### config.mk
export PLATFORM = sky130hd
export DESIGN_NAME = longest_prefix_route_table
export DESIGN_NICKNAME = d
export VERILOG_FILES = /design/src/rtl/lprt_pkg.sv /design/src/rtl/lprt_ram.sv /design/src/rtl/longest_prefix_route_table.sv
export SDC_FILE = /design/constraint.sdc
export NUM_CORES = 2
export LEC_CHECK = 0
export ABC_AREA = 1
export BUFFER_PORTS_ARGS = -buffer_cell sky130_fd_sc_hd__buf_2
export CAP_MARGIN = 30
export CORE_UTILIZATION = 41
export DETAILED_ROUTE_END_ITERATION = 12
export GPL_ROUTABILITY_DRIVEN = 0
export HOLD_SLACK_MARGIN = 0.06
export PLACE_DENSITY_LB_ADDON = 0.2
export SYNTH_ARGS = -nofsm -noshare
export SYNTH_HDL_FRONTEND = slang
export SYNTH_SLANG_ARGS = --single-unit
### constraint.sdc
create_clock -name clock -period 15.16 [get_ports clock]
set_input_delay 0.758 -clock clock [delete_from_list [all_inputs] [get_ports clock]]
set_output_delay 0.758 -clock clock [all_outputs]
set_load 0.02 [all_outputs]
### src/rtl/lprt_pkg.sv
package lprt_pkg;

   // Table size used when the top level is not overridden
   localparam int DEFAULT_TABLE_DEPTH = 32;

   // Multicast lookup gives at most this many results per command
   localparam int MAX_RESULTS = 32;
   localparam int MC_CNT_W    = $clog2(MAX_RESULTS);

   // Config register width and its reset value
   localparam int          NUM_IF_W     = 5;
   localparam logic [4:0]  NUM_IF_RESET = 5'd1;

   // Top nibble of a multicast destination (224/4)
   localparam logic [3:0]  MCAST_NIBBLE = 4'hE;

   typedef enum logic [1:0] {
      CMD_ADD       = 2'd0,
      CMD_DELETE    = 2'd1,
      CMD_UNICAST   = 2'd2,
      CMD_MULTICAST = 2'd3
   } cmd_type;

   typedef enum logic [2:0] {
      STS_OK          = 3'd0,
      STS_BAD_DEFAULT = 3'd1,
      STS_NO_IFACE    = 3'd2,
      STS_FULL        = 3'd3,
      STS_NOT_FOUND   = 3'd4,
      STS_NO_ROUTE    = 3'd5
   } sts_type;

   typedef enum logic [2:0] {
      ST_IDLE,
      ST_SCAN_START,
      ST_SCAN,
      ST_SHIFT_START,
      ST_SHIFT,
      ST_RESULT
   } state_type;

   // One route as held in the table memory
   typedef struct packed {
      logic [31:0] dest;
      logic [31:0] mask;
      logic [31:0] gateway;
      logic [15:0] metric;
      logic [3:0]  iface;
      logic        is_mc;
   } entry_type;

endpackage

### src/rtl/lprt_ram.sv
module lprt_ram #(
   parameter int WIDTH = 8,
   parameter int DEPTH = 32
) (
   input  logic                             clock,
   input  logic                             wr_en,
   input  logic [$clog2(DEPTH)-1:0]         wr_addr,
   input  logic [WIDTH-1:0]                 wr_data,
   input  logic [$clog2(DEPTH)-1:0]         rd_addr,
   output logic [WIDTH-1:0]                 rd_data
);

   logic [WIDTH-1:0] mem_ff [DEPTH];
   logic [WIDTH-1:0] rd_data_ff;

   // One write port, one registered read port
   always_ff @(posedge clock) begin
      if (wr_en) begin
         mem_ff[wr_addr] <= wr_data;
      end
      rd_data_ff <= mem_ff[rd_addr];
   end

   assign rd_data = rd_data_ff;

endmodule

### src/rtl/longest_prefix_route_table.sv
// Channel   Dir  Handshake                Payload
// req_      in   req_valid / req_stall    command, addresses, metric, interface
// rsp_      out  rsp_valid / rsp_stall    status, matched route, last
// csr_      in   csr_valid / csr_ready    num_interfaces
//
// Delete and lookups walk the table memory one entry per cycle through its
// single read port while no multicast match waits on a stalled result; a
// delete that hits then copies each entry above the removed one down one place
// (the compaction copy). Multicast results leave as they are found.
// Synchronous active-high reset empties the table and sets num_interfaces to 1.
// A stalled result holds the scan while a further multicast match waits.
module longest_prefix_route_table import lprt_pkg::*; #(
   parameter int TABLE_DEPTH = DEFAULT_TABLE_DEPTH
) (
   input  logic                 clock,
   input  logic                 reset,
   input  logic                 req_valid,
   output logic                 req_stall,
   input  logic [1:0]           req_command,
   input  logic [31:0]          req_dest_addr,
   input  logic [31:0]          req_net_mask,
   input  logic [31:0]          req_gateway_addr,
   input  logic [15:0]          req_route_metric,
   input  logic [3:0]           req_iface_index,
   input  logic                 req_iface_any,
   output logic                 rsp_valid,
   input  logic                 rsp_stall,
   output logic [2:0]           rsp_status,
   output logic [31:0]          rsp_out_gateway,
   output logic [3:0]           rsp_out_iface,
   output logic [15:0]          rsp_out_metric,
   output logic [31:0]          rsp_out_mask,
   output logic                 rsp_last,
   input  logic                 csr_valid,
   output logic                 csr_ready,
   input  logic [NUM_IF_W-1:0]  csr_num_interfaces
);

   localparam int IDX_W   = $clog2(TABLE_DEPTH);
   localparam int CNT_W   = $clog2(TABLE_DEPTH + 1);
   localparam int ENTRY_W = $bits(entry_type);

   // Control state
   state_type             state_ff, state_in;
   logic [CNT_W-1:0]      count_ff, count_in;
   logic [NUM_IF_W-1:0]   num_if_ff, num_if_in;
   logic [CNT_W-1:0]      eval_idx_ff, eval_idx_in;
   logic [CNT_W-1:0]      del_idx_ff, del_idx_in;
   logic                  uc_found_ff, uc_found_in;
   logic [IDX_W-1:0]      uc_idx_ff, uc_idx_in;
   logic                  mc_found_ff, mc_found_in;
   logic [IDX_W-1:0]      mc_idx_ff, mc_idx_in;
   logic                  hit_valid_ff, hit_valid_in;
   logic [MC_CNT_W-1:0]   mc_cnt_ff, mc_cnt_in;
   logic                  rsp_valid_ff, rsp_valid_in;

   // Command fields and working payload
   cmd_type               cmd_ff, cmd_in;
   logic [31:0]           dest_ff, dest_in;
   logic [31:0]           mask_ff, mask_in;
   logic [31:0]           gw_ff, gw_in;
   logic [15:0]           met_ff, met_in;
   logic [3:0]            ifc_ff, ifc_in;
   logic                  any_ff, any_in;
   entry_type             hit_ff, hit_in;
   sts_type               status_ff, status_in;

   // Result register
   sts_type               rsp_status_ff, rsp_status_in;
   logic [31:0]           rsp_gw_ff, rsp_gw_in;
   logic [3:0]            rsp_iface_ff, rsp_iface_in;
   logic [15:0]           rsp_metric_ff, rsp_metric_in;
   logic [31:0]           rsp_mask_ff, rsp_mask_in;
   logic                  rsp_last_ff, rsp_last_in;

   // Memory ports
   logic                  wr_en;
   logic [IDX_W-1:0]      wr_addr;
   entry_type             wr_entry;
   logic [IDX_W-1:0]      rd_addr;
   logic [ENTRY_W-1:0]    rd_word;
   entry_type             rd_entry;

   // Helpers
   logic [CNT_W-1:0]      eval_next;
   logic [CNT_W-1:0]      eval_prev;
   logic [CNT_W-1:0]      del_next;
   logic                  out_free;
   logic                  out_load;
   logic                  out_has;
   logic                  out_last;
   sts_type               out_sts;
   logic                  addr_hit;
   logic                  del_hit;
   logic                  advance;
   logic                  bad_default;
   logic                  bad_iface;
   logic                  table_full;

   lprt_ram #(
      .WIDTH (ENTRY_W),
      .DEPTH (TABLE_DEPTH)
   ) u_table (
      .clock   (clock),
      .wr_en   (wr_en),
      .wr_addr (wr_addr),
      .wr_data (wr_entry),
      .rd_addr (rd_addr),
      .rd_data (rd_word)
   );

   assign rd_entry  = entry_type'(rd_word);
   assign eval_next = eval_idx_ff + CNT_W'(1);
   assign eval_prev = eval_idx_ff - CNT_W'(1);
   assign del_next  = del_idx_ff + CNT_W'(1);
   assign out_free  = !rsp_valid_ff || !rsp_stall;

   // Per-entry compares against the command held in registers
   assign addr_hit = ((dest_ff ^ rd_entry.dest) & rd_entry.mask) == 32'd0;
   assign del_hit  = (dest_ff == 32'd0 || dest_ff == rd_entry.dest) &&
                     (mask_ff == 32'd0 || mask_ff == rd_entry.mask) &&
                     (gw_ff == 32'd0 || gw_ff == rd_entry.gateway) &&
                     (met_ff == 16'd0 || met_ff == rd_entry.metric) &&
                     (any_ff || ifc_ff == rd_entry.iface);

   // Add checks on the incoming request
   assign bad_default = (req_dest_addr == 32'd0) != (req_net_mask == 32'd0);
   assign bad_iface   = {1'b0, req_iface_index} >= num_if_ff;
   assign table_full  = count_ff >= CNT_W'(TABLE_DEPTH);

   // Sequencer: next state, memory access and result loading
   always_comb begin
      state_in     = state_ff;
      count_in     = count_ff;
      num_if_in    = num_if_ff;
      eval_idx_in  = eval_idx_ff;
      del_idx_in   = del_idx_ff;
      uc_found_in  = uc_found_ff;
      uc_idx_in    = uc_idx_ff;
      mc_found_in  = mc_found_ff;
      mc_idx_in    = mc_idx_ff;
      hit_valid_in = hit_valid_ff;
      hit_in       = hit_ff;
      mc_cnt_in    = mc_cnt_ff;
      status_in    = status_ff;
      cmd_in       = cmd_ff;
      dest_in      = dest_ff;
      mask_in      = mask_ff;
      gw_in        = gw_ff;
      met_in       = met_ff;
      ifc_in       = ifc_ff;
      any_in       = any_ff;
      wr_en        = 1'b0;
      wr_addr      = count_ff[IDX_W-1:0];
      wr_entry     = rd_entry;
      rd_addr      = eval_idx_ff[IDX_W-1:0];
      out_load     = 1'b0;
      out_has      = 1'b0;
      out_last     = 1'b1;
      out_sts      = status_ff;
      advance      = 1'b0;

      if (csr_valid && csr_ready) begin
         num_if_in = csr_num_interfaces;
      end

      case (state_ff)
         ST_IDLE: begin
            if (req_valid) begin
               cmd_in       = cmd_type'(req_command);
               dest_in      = req_dest_addr;
               mask_in      = req_net_mask;
               gw_in        = req_gateway_addr;
               met_in       = req_route_metric;
               ifc_in       = req_iface_index;
               any_in       = req_iface_any;
               uc_found_in  = 1'b0;
               mc_found_in  = 1'b0;
               hit_valid_in = 1'b0;
               mc_cnt_in    = '0;
               if (cmd_type'(req_command) == CMD_ADD) begin
                  state_in = ST_RESULT;
                  if (bad_default) begin
                     status_in = STS_BAD_DEFAULT;
                  end else if (bad_iface) begin
                     status_in = STS_NO_IFACE;
                  end else if (table_full) begin
                     status_in = STS_FULL;
                  end else begin
                     status_in        = STS_OK;
                     wr_en            = 1'b1;
                     wr_entry.dest    = req_dest_addr;
                     wr_entry.mask    = req_net_mask;
                     wr_entry.gateway = req_gateway_addr;
                     wr_entry.metric  = req_route_metric;
                     wr_entry.iface   = req_iface_index;
                     wr_entry.is_mc   = req_dest_addr[31:28] == MCAST_NIBBLE;
                     count_in         = count_ff + CNT_W'(1);
                  end
               end else begin
                  state_in = ST_SCAN_START;
               end
            end
         end

         // Prime the read port with the first entry
         ST_SCAN_START: begin
            rd_addr     = '0;
            eval_idx_in = '0;
            state_in    = ST_SCAN;
         end

         // One entry compared per cycle, unless a multicast match must hold for a stalled result
         ST_SCAN: begin
            if (eval_idx_ff >= count_ff) begin
               state_in = ST_RESULT;
               if (cmd_ff == CMD_DELETE) begin
                  if (uc_found_ff) begin
                     del_idx_in = CNT_W'(uc_idx_ff);
                     state_in   = ST_SHIFT_START;
                  end else if (mc_found_ff) begin
                     del_idx_in = CNT_W'(mc_idx_ff);
                     state_in   = ST_SHIFT_START;
                  end else begin
                     status_in = STS_NOT_FOUND;
                  end
               end
            end else begin
               advance = 1'b1;
               case (cmd_ff)
                  CMD_DELETE: begin
                     if (del_hit && !rd_entry.is_mc && !uc_found_ff) begin
                        uc_found_in = 1'b1;
                        uc_idx_in   = eval_idx_ff[IDX_W-1:0];
                     end
                     if (del_hit && rd_entry.is_mc && !mc_found_ff) begin
                        mc_found_in = 1'b1;
                        mc_idx_in   = eval_idx_ff[IDX_W-1:0];
                     end
                  end
                  CMD_UNICAST: begin
                     if (!rd_entry.is_mc && addr_hit &&
                         (!hit_valid_ff || rd_entry.mask > hit_ff.mask)) begin
                        hit_valid_in = 1'b1;
                        hit_in       = rd_entry;
                     end
                  end
                  CMD_MULTICAST: begin
                     if (rd_entry.is_mc && addr_hit) begin
                        if (hit_valid_ff && !out_free) begin
                           // previous match still cannot leave: hold here
                           advance = 1'b0;
                        end else begin
                           if (hit_valid_ff) begin
                              out_load = 1'b1;
                              out_sts  = STS_OK;
                              out_has  = 1'b1;
                              out_last = 1'b0;
                           end
                           hit_valid_in = 1'b1;
                           hit_in       = rd_entry;
                           if (mc_cnt_ff == MC_CNT_W'(MAX_RESULTS - 1)) begin
                              state_in = ST_RESULT;
                           end else begin
                              mc_cnt_in = mc_cnt_ff + MC_CNT_W'(1);
                           end
                        end
                     end
                  end
                  default: begin
                  end
               endcase
               if (advance) begin
                  rd_addr     = eval_next[IDX_W-1:0];
                  eval_idx_in = eval_next;
               end
            end
         end

         // Compaction: read the entry above the removed one
         ST_SHIFT_START: begin
            rd_addr     = del_next[IDX_W-1:0];
            eval_idx_in = del_next;
            state_in    = ST_SHIFT;
         end

         // Copy each following entry down one place
         ST_SHIFT: begin
            if (eval_idx_ff < count_ff) begin
               wr_en       = 1'b1;
               wr_addr     = eval_prev[IDX_W-1:0];
               wr_entry    = rd_entry;
               rd_addr     = eval_next[IDX_W-1:0];
               eval_idx_in = eval_next;
            end else begin
               count_in  = count_ff - CNT_W'(1);
               status_in = STS_OK;
               state_in  = ST_RESULT;
            end
         end

         // Final result of the command
         ST_RESULT: begin
            if (out_free) begin
               out_load = 1'b1;
               out_last = 1'b1;
               if (cmd_ff == CMD_UNICAST || cmd_ff == CMD_MULTICAST) begin
                  out_has = hit_valid_ff;
                  out_sts = hit_valid_ff ? STS_OK : STS_NO_ROUTE;
               end else begin
                  out_sts = status_ff;
               end
               state_in = ST_IDLE;
            end
         end

         default: begin
            state_in = ST_IDLE;
         end
      endcase
   end

   // Result register next value
   always_comb begin
      rsp_valid_in  = rsp_valid_ff && rsp_stall;
      rsp_status_in = rsp_status_ff;
      rsp_gw_in     = rsp_gw_ff;
      rsp_iface_in  = rsp_iface_ff;
      rsp_metric_in = rsp_metric_ff;
      rsp_mask_in   = rsp_mask_ff;
      rsp_last_in   = rsp_last_ff;
      if (out_load) begin
         rsp_valid_in  = 1'b1;
         rsp_status_in = out_sts;
         rsp_gw_in     = out_has ? hit_ff.gateway : 32'd0;
         rsp_iface_in  = out_has ? hit_ff.iface : 4'd0;
         rsp_metric_in = out_has ? hit_ff.metric : 16'd0;
         rsp_mask_in   = out_has ? hit_ff.mask : 32'd0;
         rsp_last_in   = out_last;
      end
   end

   // Control registers
   always_ff @(posedge clock) begin
      if (reset) begin
         state_ff     <= ST_IDLE;
         count_ff     <= '0;
         num_if_ff    <= NUM_IF_RESET;
         uc_found_ff  <= 1'b0;
         mc_found_ff  <= 1'b0;
         hit_valid_ff <= 1'b0;
         mc_cnt_ff    <= '0;
         rsp_valid_ff <= 1'b0;
      end else begin
         state_ff     <= state_in;
         count_ff     <= count_in;
         num_if_ff    <= num_if_in;
         uc_found_ff  <= uc_found_in;
         mc_found_ff  <= mc_found_in;
         hit_valid_ff <= hit_valid_in;
         mc_cnt_ff    <= mc_cnt_in;
         rsp_valid_ff <= rsp_valid_in;
      end
   end

   // Payload registers
   always_ff @(posedge clock) begin
      eval_idx_ff   <= eval_idx_in;
      del_idx_ff    <= del_idx_in;
      uc_idx_ff     <= uc_idx_in;
      mc_idx_ff     <= mc_idx_in;
      hit_ff        <= hit_in;
      status_ff     <= status_in;
      cmd_ff        <= cmd_in;
      dest_ff       <= dest_in;
      mask_ff       <= mask_in;
      gw_ff         <= gw_in;
      met_ff        <= met_in;
      ifc_ff        <= ifc_in;
      any_ff        <= any_in;
      rsp_status_ff <= rsp_status_in;
      rsp_gw_ff     <= rsp_gw_in;
      rsp_iface_ff  <= rsp_iface_in;
      rsp_metric_ff <= rsp_metric_in;
      rsp_mask_ff   <= rsp_mask_in;
      rsp_last_ff   <= rsp_last_in;
   end

   assign req_stall       = state_ff != ST_IDLE;
   assign csr_ready       = 1'b1;
   assign rsp_valid       = rsp_valid_ff;
   assign rsp_status      = rsp_status_ff;
   assign rsp_out_gateway = rsp_gw_ff;
   assign rsp_out_iface   = rsp_iface_ff;
   assign rsp_out_metric  = rsp_metric_ff;
   assign rsp_out_mask    = rsp_mask_ff;
   assign rsp_last        = rsp_last_ff;

`ifndef SYNTHESIS
   // Fill count stays within the table
   a_count_bound: assert property (@(posedge clock) disable iff (reset)
      count_ff <= CNT_W'(TABLE_DEPTH))
      else $error("route count beyond table depth");

   // A finished compaction removes exactly one route
   a_delete_shrinks: assert property (@(posedge clock) disable iff (reset)
      (state_ff == ST_SHIFT && eval_idx_ff >= count_ff)
      |=> count_ff == $past(count_ff) - CNT_W'(1))
      else $error("delete did not shrink the table by one");

   // A result is never loaded over one that is still stalled
   a_no_overwrite: assert property (@(posedge clock) disable iff (reset)
      out_load |-> out_free)
      else $error("result register overwritten while stalled");

   // A held multicast match has always been counted
   a_mc_counted: assert property (@(posedge clock) disable iff (reset)
      (state_ff == ST_SCAN && cmd_ff == CMD_MULTICAST && hit_valid_ff)
      |-> mc_cnt_ff != '0)
      else $error("multicast match held without being counted");
`endif

endmodule

# Yosys cells after proc, flatten, opt, wreduce, memory -nomap -nowiden
# Memory sizes are Yosys's and may differ from the RTL's. A register that Yosys moved wholly into a read port is not among the register bits.
# Index checks and enable logic that the tools add are counted.
dict set report classes {
  n_bitwise 6
  add_sub_neg 6
  n_eq_ne 47
  muxes 110
  n_reduce_logical 58
  order_cmp 5
}
# operator n
set op_table {}
lappend op_table {{117-bit two-way mux} 6}
lappend op_table {{85-bit two-way mux} 3}
lappend op_table {{32-bit logical NOT} 6}
lappend op_table {{85-bit case mux with 2 select lines} 1}
lappend op_table {{32-bit == test} 3}
lappend op_table {{3-bit two-way mux} 27}
lappend op_table {{5-bit two-way mux} 13}
lappend op_table {{6-bit two-way mux} 9}
lappend op_table {{2-bit != test, second input constant} 23}
lappend op_table {{1-bit two-way mux} 34}
lappend op_table {{32-bit AND} 1}
lappend op_table {{32-bit greater-than comparator} 1}
lappend op_table {{32-bit bitwise XOR} 1}
lappend op_table {{7-bit AND reduction} 4}
lappend op_table {{3-bit != test, second input constant} 8}
lappend op_table {{6-bit case mux with 4 select lines} 1}
lappend op_table {{5-bit case mux with 4 select lines} 1}
lappend op_table {{3-bit case mux with 6 select lines} 1}
lappend op_table {{16-bit == test} 1}
lappend op_table {{16-bit logical NOT} 1}
lappend op_table {{4-bit AND reduction} 4}
lappend op_table {{1-bit case mux with 2 select lines} 7}
lappend op_table {{1-bit logical AND} 13}
lappend op_table {{6-bit by 1-bit adder with 6-bit output, second input constant} 2}
lappend op_table {{35 further kinds} 61}
dict set report totals {
  n_memories 1
  elab_cells 263
  regBits 338
  output_inout_bits 91
  inputBits 129
  ramBits 3744
}
# memory words width rd rd_ports_with_merged_regs write_ports line
set mem_list {}
lappend mem_list {u_table.mem_ff 32 117 1 1 1 lprt_ram.sv:13} ;# logic [WIDTH-1:0] mem_ff [DEPTH];

# Depth between registers and ports, before layout
dict set report logic_depth {
  word_depth 12
  mapped_depth 25
  depth_no_buf 23
}

# Cells and area by module
# From an unflattened synthesis, not the netlist that was laid out.
dict set report hier_totals {
  cells_unflattened 14248
  area_unflattened_um2 169367.4
}
# module n_inst seq_area_each_um2 cells_per_inst area_per_inst_um2
set modules_own_cells {}
lappend modules_own_cells {lprt_ram 1 114770.1 12333 151756.8}
lappend modules_own_cells {longest_prefix_route_table 1 9919.5 1915 17610.6}

# Least setup slack after synthesis
# No wires, ideal clock.
dict set report synth_timing {
  path_type {register -> register}
  start {register state_ff[0]}
  end {memory u_table.mem_ff[13][0] in the netlist's numbering, enable pin}
  arrival_ns 12.365
  synth_period_minus_slack_ns 12.960
  path_buffers 0
  setup_time_ns 0.595
  required_ns 14.565
  path_slack_ns 2.200
  path_stages_with_launch 12
  path_cell_list {dfxtp_1 > nor2_1 > inv_2 > nor2_1 > inv_1 > nor2_1 > inv_1 > nor3_1 > clkinv_1 > nand2_1 > nand3_1 > nor2_1}
}
dict set report synth_between {
  elab_chain_cells 4
  elab_cells_between_ends 6
  classes_between {eq/ne: 1; mux: 4; reduce/logical: 1}
}
# element line
set synth_lines {}
lappend synth_lines {{start, declared} longest_prefix_route_table.sv:44} ;# state_type state_ff, state_in;
lappend synth_lines {{start signal, assigned} longest_prefix_route_table.sv:355} ;# state_ff <= state_in;
lappend synth_lines {{3-bit == test or 3-bit logical NOT (tied branches)} longest_prefix_route_table.sv:167} ;# case (state_ff)
lappend synth_lines {{1-bit case mux with 2 select lines} longest_prefix_route_table.sv:167}
lappend synth_lines {{1-bit two-way mux} lprt_ram.sv:18} ;# if (wr_en) begin
lappend synth_lines {{1-bit two-way mux (implied by the code)} lprt_ram.sv:19} ;# mem_ff[wr_addr] <= wr_data;
lappend synth_lines {{end, declared} lprt_ram.sv:13}
# Parallel ways exist; a longest one is shown, timed or not.

# Final worst setup path
dict set report layout_timing {
  start {input req_dest_addr[28]}
  end {memory u_table.mem_ff[29][73] in the netlist's numbering, enable pin}
}
dict set report layout_between {
  elab_chain_cells 8
}
# element line
set layout_lines {}
lappend layout_lines {{start, declared} longest_prefix_route_table.sv:20} ;# input logic [31:0] req_dest_addr,
lappend layout_lines {{32-bit logical NOT} longest_prefix_route_table.sv:127} ;# assign bad_default = (req_dest_addr == 32'd0) != (req_net_mask == 32'd0);
lappend layout_lines {{1-bit != test} longest_prefix_route_table.sv:127}
lappend layout_lines {{1-bit two-way mux} longest_prefix_route_table.sv:183} ;# if (bad_default) begin
lappend layout_lines {{1-bit two-way mux} longest_prefix_route_table.sv:181} ;# if (cmd_type'(req_command) == CMD_ADD) begin
lappend layout_lines {{1-bit two-way mux} longest_prefix_route_table.sv:169} ;# if (req_valid) begin
lappend layout_lines {{1-bit case mux with 2 select lines} longest_prefix_route_table.sv:167}
lappend layout_lines {{1-bit two-way mux} lprt_ram.sv:18}
lappend layout_lines {{1-bit two-way mux (implied by the code)} lprt_ram.sv:19}
# Every way passes these cells.

==> flow_metrics.py <==
metrics = {
    "cells_and_area": {
        "layout-drive-gt1-share_pct": 9.13,
        "layout.nets": 14300,
        "area_growth_syn_to_layout_pct": 13.8,
    },
    "placement": {
        "port_buffers": 218,
        "place.detailed.hpwl_um": 280000,
    },
    "floorplanning": {
        "die_y_um": 647,
        "die_area_um2": 419000,
        "initial_core_util_pct": 41.3,
        "floorplan.rows": 236,
        "design.core.area_um2": 414000,
        "ios": 220,
        "chipWidth_um": 647,
    },
    "worst_setup_path": {
        "cp-start-kind": "input port",
        "startpoint": "req_dest_addr[28]",
        "crit_path_end_kind": "register",
        "cp.required_ns": 15.76,
        "crit_path_frequent_cell": "sky130_fd_sc_hd__buf_4",
        "r2r-end": "u_table.rd_data[67]$_DFF_P_",
        "reg2reg_from": "dest_ff[0]$_DFFE_PP_",
        "critPathArrivalTime_ns": 8.40,
        "critPathBufInv": 7,
        "worst_r2r_path_depth": 21,
        "worst_path_dominant_cell_family": "simple AND/OR/NAND/NOR gates",
        "crit_path_top_delay_cell": "sky130_fd_sc_hd__nor2_4",
        "path_class": "in -> reg",
        "critPathMaxStageDelay_ns": 1.00,
        "ff2ff_setup_slack_ns": 7.54,
        "critPathMaxFanout": 38,
        "worstPathCellList": "dlygate4sd3_1 > buf_2 > nor4_2 > buf_4 > nand4_1 > nor3_1 > xor2_2 > buf_16 > nand2_1 > nor3_2 > inv_6 > nand2_1 > nand3_1 > nor2_4 > buf_4 > buf_4",
    },
    "run": {
        "max-cap-violations": 0,
    },
    "global_route": {
        "gr-total-overflow": 0,
        "pin_count_of_the_biggest_net_entering_global_routing": 200,
        "first_global_vias": 109000,
        "antenna_found_initial": 6,
        "grt.total_usage_pct": 25.3,
        "grt_pass1_wl_um": 784000,
    },
    "sta": {
        "slew_headroom_pct": 22.7,
        "finalClockSkew_ns": 0.0653,
        "slew_viol_final": 0,
        "totalNegativeSetupSlack_ns": 0,
        "timing.final.hold_violations": 0,
        "final_min_period_ns": 7.80,
        "setup-violations-final": 0,
        "rsz0062_at_grt": "no",
        "post-route-period-util_pct": 51.4,
        "tightest_slew_ns": 1.16,
        "clock.fmax_mhz": 128,
    },
    "clock_tree": {
        "cts_tree": "yes",
        "ctsResizeCount": 0,
        "clock_sink_count": 4199,
        "cts-hold-fix-buffers": 125,
        "cts_post_setup_buffers_inserted": 0,
        "clock_latency_reported_for_the_late_side_of_the_worst_skew_pair_ns": 1.01,
        "htree_levels": 5,
        "cts_root_buffer": "sky130_fd_sc_hd__clkbuf_16",
        "clk_transition_reported_paths_ns": 0.06,
        "cts_max_path_buffers": 4,
        "numCtsBuffers": 438,
    },
    "synthesis": {
        "synth_enable_flop_cells": 4059,
        "ys_dominant_reg_cell": "sky130_fd_sc_hd__edfxtp_1",
        "post_synthesis_net_count": 14200,
        "netlist_area_um2": 171000,
        "yosys_warnings": 0,
        "synthDistinctLibCells": 51,
        "async_reset_ff_share_pct": 0,
        "synth_sequential_area_ratio_pct": 73.0,
        "syn_inst": 14000,
        "synth-seq-cells": 4199,
        "synthesis.area_per_instance_um2": 12.2,
    },
    "drt": {
        "drc_errors": 0,
        "routed_via_density": 5.83,
        "wl_um": 546000,
        "ant_nets": 0,
        "dr_total_vias": 116000,
        "detailedRoute.firstIterationViolations": 13500,
        "wl_per_cell_um": 27.3,
        "drt-pass1-iter-count": 7,
    },
    "hold_path": {
        "whs_path_depth": 3,
        "holdCritStartpoint": "csr_valid",
        "capture_endpoint_of_the_worst_hold_path": "num_if_ff[3]$_SDFFE_PP0P_",
        "worst_hold_path_type": "in -> reg",
    },
    "status": {
        "result_of_the_run": "completed",
    },
}
==> sequential cells by signal, summed over array words and instances (netlist names), 4 cells and up <==
register	flops
met_ff	16
mc_idx_ff	5
mc_cnt_ff	5
eval_idx_ff	6
hit_ff	84
rsp_out_gateway	32
rsp_out_iface	4
rsp_out_metric	16
uc_idx_ff	5
dest_ff	32
count_ff	6
gw_ff	32
del_idx_ff	5
ifc_ff	4
u_table.rd_data	117
u_table.mem_ff	3744
num_if_ff	5
rsp_out_mask	32
mask_ff	32
==> cells in the mapped netlist (4+ instances only) <==
library cell	n	area, um2
sky130_fd_sc_hd__clkbuf_1	434	1630
sky130_fd_sc_hd__buf_2	481	2410
sky130_fd_sc_hd__xnor2_1	41	359
sky130_fd_sc_hd__o211ai_1	4	30.0
sky130_fd_sc_hd__a22oi_1	5	37.5
sky130_fd_sc_hd__or2_1	7	43.8
sky130_fd_sc_hd__o2111ai_1	7	61.3
sky130_fd_sc_hd__nand4_1	32	200
sky130_fd_sc_hd__or2_2	23	144
sky130_fd_sc_hd__inv_1	258	968
sky130_fd_sc_hd__o21a_1	8	60.1
sky130_fd_sc_hd__a21o_1	4	30.0
sky130_fd_sc_hd__nand3_1	5432	27200
sky130_fd_sc_hd__and2_1	8	50.1
sky130_fd_sc_hd__edfxtp_1	4059	122000
sky130_fd_sc_hd__dfxtp_1	140	2800
sky130_fd_sc_hd__nor3_1	11	55.1
sky130_fd_sc_hd__inv_2	8	30.0
sky130_fd_sc_hd__a2111oi_0	4	35.0
sky130_fd_sc_hd__a21oi_1	49	245
sky130_fd_sc_hd__nor4_1	53	332
sky130_fd_sc_hd__nand2_1	2439	9160
sky130_fd_sc_hd__ha_1	51	638
sky130_fd_sc_hd__xor2_1	25	219
sky130_fd_sc_hd__nor2_1	175	657
sky130_fd_sc_hd__o21ai_0	104	521
sky130_fd_sc_hd__buf_4	34	255
sky130_fd_sc_hd__buf_1	93	349
==> logic make-up after synthesis <==
family / Yosys count / share of synthesized area [%]
buffers and inverters: 1311 / 3.32
other: 1 / 0.00220
adders and majority gates: 52 / 0.386
and+or+nand+nor: 8193 / 22.2
DFF: 4199 / 73.0
xor gates and xnor gates: 66 / 0.339
AOI/OAI and AO/OA: 206 / 0.691
==> tightest hold or removal path: stages <==
cell	delay [ns]
sky130_fd_sc_hd__buf_2	0.10
sky130_fd_sc_hd__inv_1	0.11
sky130_fd_sc_hd__a21oi_1	0.14
==> routing by layer <==
layer | vias to the layer above | share of wire, % | track usage, %
met5 | - | 0 | 0
met2 | 5136 | 47 | 40.4
met3 | 816 | 7.6 | 3.35
met1 | 58900 | 42 | 35.9
met4 | 0 | 3.4 | 8.26
li1 | 51600 | - | -
==> stage by stage <==
stage | utilization [%] | hold slack (ns) | instance area, um2 | cells | worst slack (ns)
6_report | 47.0 | 0.146 | 194000 | 20000 | 7.36
5_1_grt | 47.0 | 0.122 | 194000 | 20000 | 7.24
4_1_cts | 46.9 | 0.0790 | 194000 | 20000 | 7.27
3_5_place_dp | 43.2 | 0.415 | 179000 | 19000 | 6.77
3_3_place_gp | 42.8 | 0.413 | 177000 | 19000 | 6.31
2_1_floorplan | - | 0.408 | 171000 | 14000 | 2.20
==> worst max path at each step <==
stage | cells past startpoint | end | slack, ns
global placement | 14 | u_table.mem_ff[29][92]$_DFFE_PP_ | 6.31
CTS | 16 | u_table.mem_ff[29][73]$_DFFE_PP_ | 7.27
floorplan | 11 | u_table.mem_ff[13][0]$_DFFE_PP_ | 2.20
detailed placement | 15 | u_table.mem_ff[29][92]$_DFFE_PP_ | 6.77
finish | 16 | u_table.mem_ff[29][73]$_DFFE_PP_ | 7.36
global route | 16 | u_table.mem_ff[29][75]$_DFFE_PP_ | 7.24
==> cell usage in the layout, fill, tap and decap left out, types with 24 or more instances in the layout <==
| cell type | synthesis | final |
|---|---|---|
| sky130_fd_sc_hd__nand3_1 | 5432 | 5432 |
| sky130_fd_sc_hd__edfxtp_1 | 4059 | 4059 |
| sky130_fd_sc_hd__nand2_1 | 2439 | 2439 |
| sky130_fd_sc_hd__clkbuf_16 | 0 | 446 |
| sky130_fd_sc_hd__inv_1 | 258 | 252 |
| sky130_fd_sc_hd__buf_4 | 34 | 250 |
| sky130_fd_sc_hd__buf_2 | 481 | 220 |
| sky130_fd_sc_hd__nor2_1 | 175 | 147 |
| sky130_fd_sc_hd__dfxtp_1 | 140 | 140 |
| sky130_fd_sc_hd__dlygate4sd3_1 | 0 | 125 |
| sky130_fd_sc_hd__clkbuf_1 | 434 | 120 |
| sky130_fd_sc_hd__clkinv_1 | 1 | 82 |
| sky130_fd_sc_hd__clkinv_2 | 0 | 73 |
| sky130_fd_sc_hd__buf_16 | 0 | 53 |
| sky130_fd_sc_hd__ha_1 | 51 | 51 |
| sky130_fd_sc_hd__nor4_1 | 53 | 49 |
| sky130_fd_sc_hd__a21oi_1 | 49 | 47 |
| sky130_fd_sc_hd__o21ai_0 | 104 | 43 |
| sky130_fd_sc_hd__buf_12 | 0 | 42 |
| sky130_fd_sc_hd__xnor2_1 | 41 | 41 |
| sky130_fd_sc_hd__o21ai_2 | 1 | 40 |
| sky130_fd_sc_hd__nand4_1 | 32 | 32 |
| sky130_fd_sc_hd__clkbuf_8 | 0 | 32 |
| sky130_fd_sc_hd__bufinv_16 | 0 | 31 |
| sky130_fd_sc_hd__nor2_4 | 2 | 29 |
| sky130_fd_sc_hd__xor2_1 | 25 | 24 |
==> final cells by class <==
class | count | area (um2)
Multi-Input combinational cell | 8518 | 41000
Antenna cell | 14 | 35.0
Clock buffer | 598 | 12100
Timing Repair Buffer | 697 | 6620
Tap cell | 5474 | 6850
Inverter | 268 | 1090
Clock inverter | 215 | 2030
Fill cell | 36700 | 219000
Sequential cell | 4199 | 125000
Power is left out: the tool's default activity adds up to more than one toggle a clock period on the data nets, which glitch-free logic cannot reach.
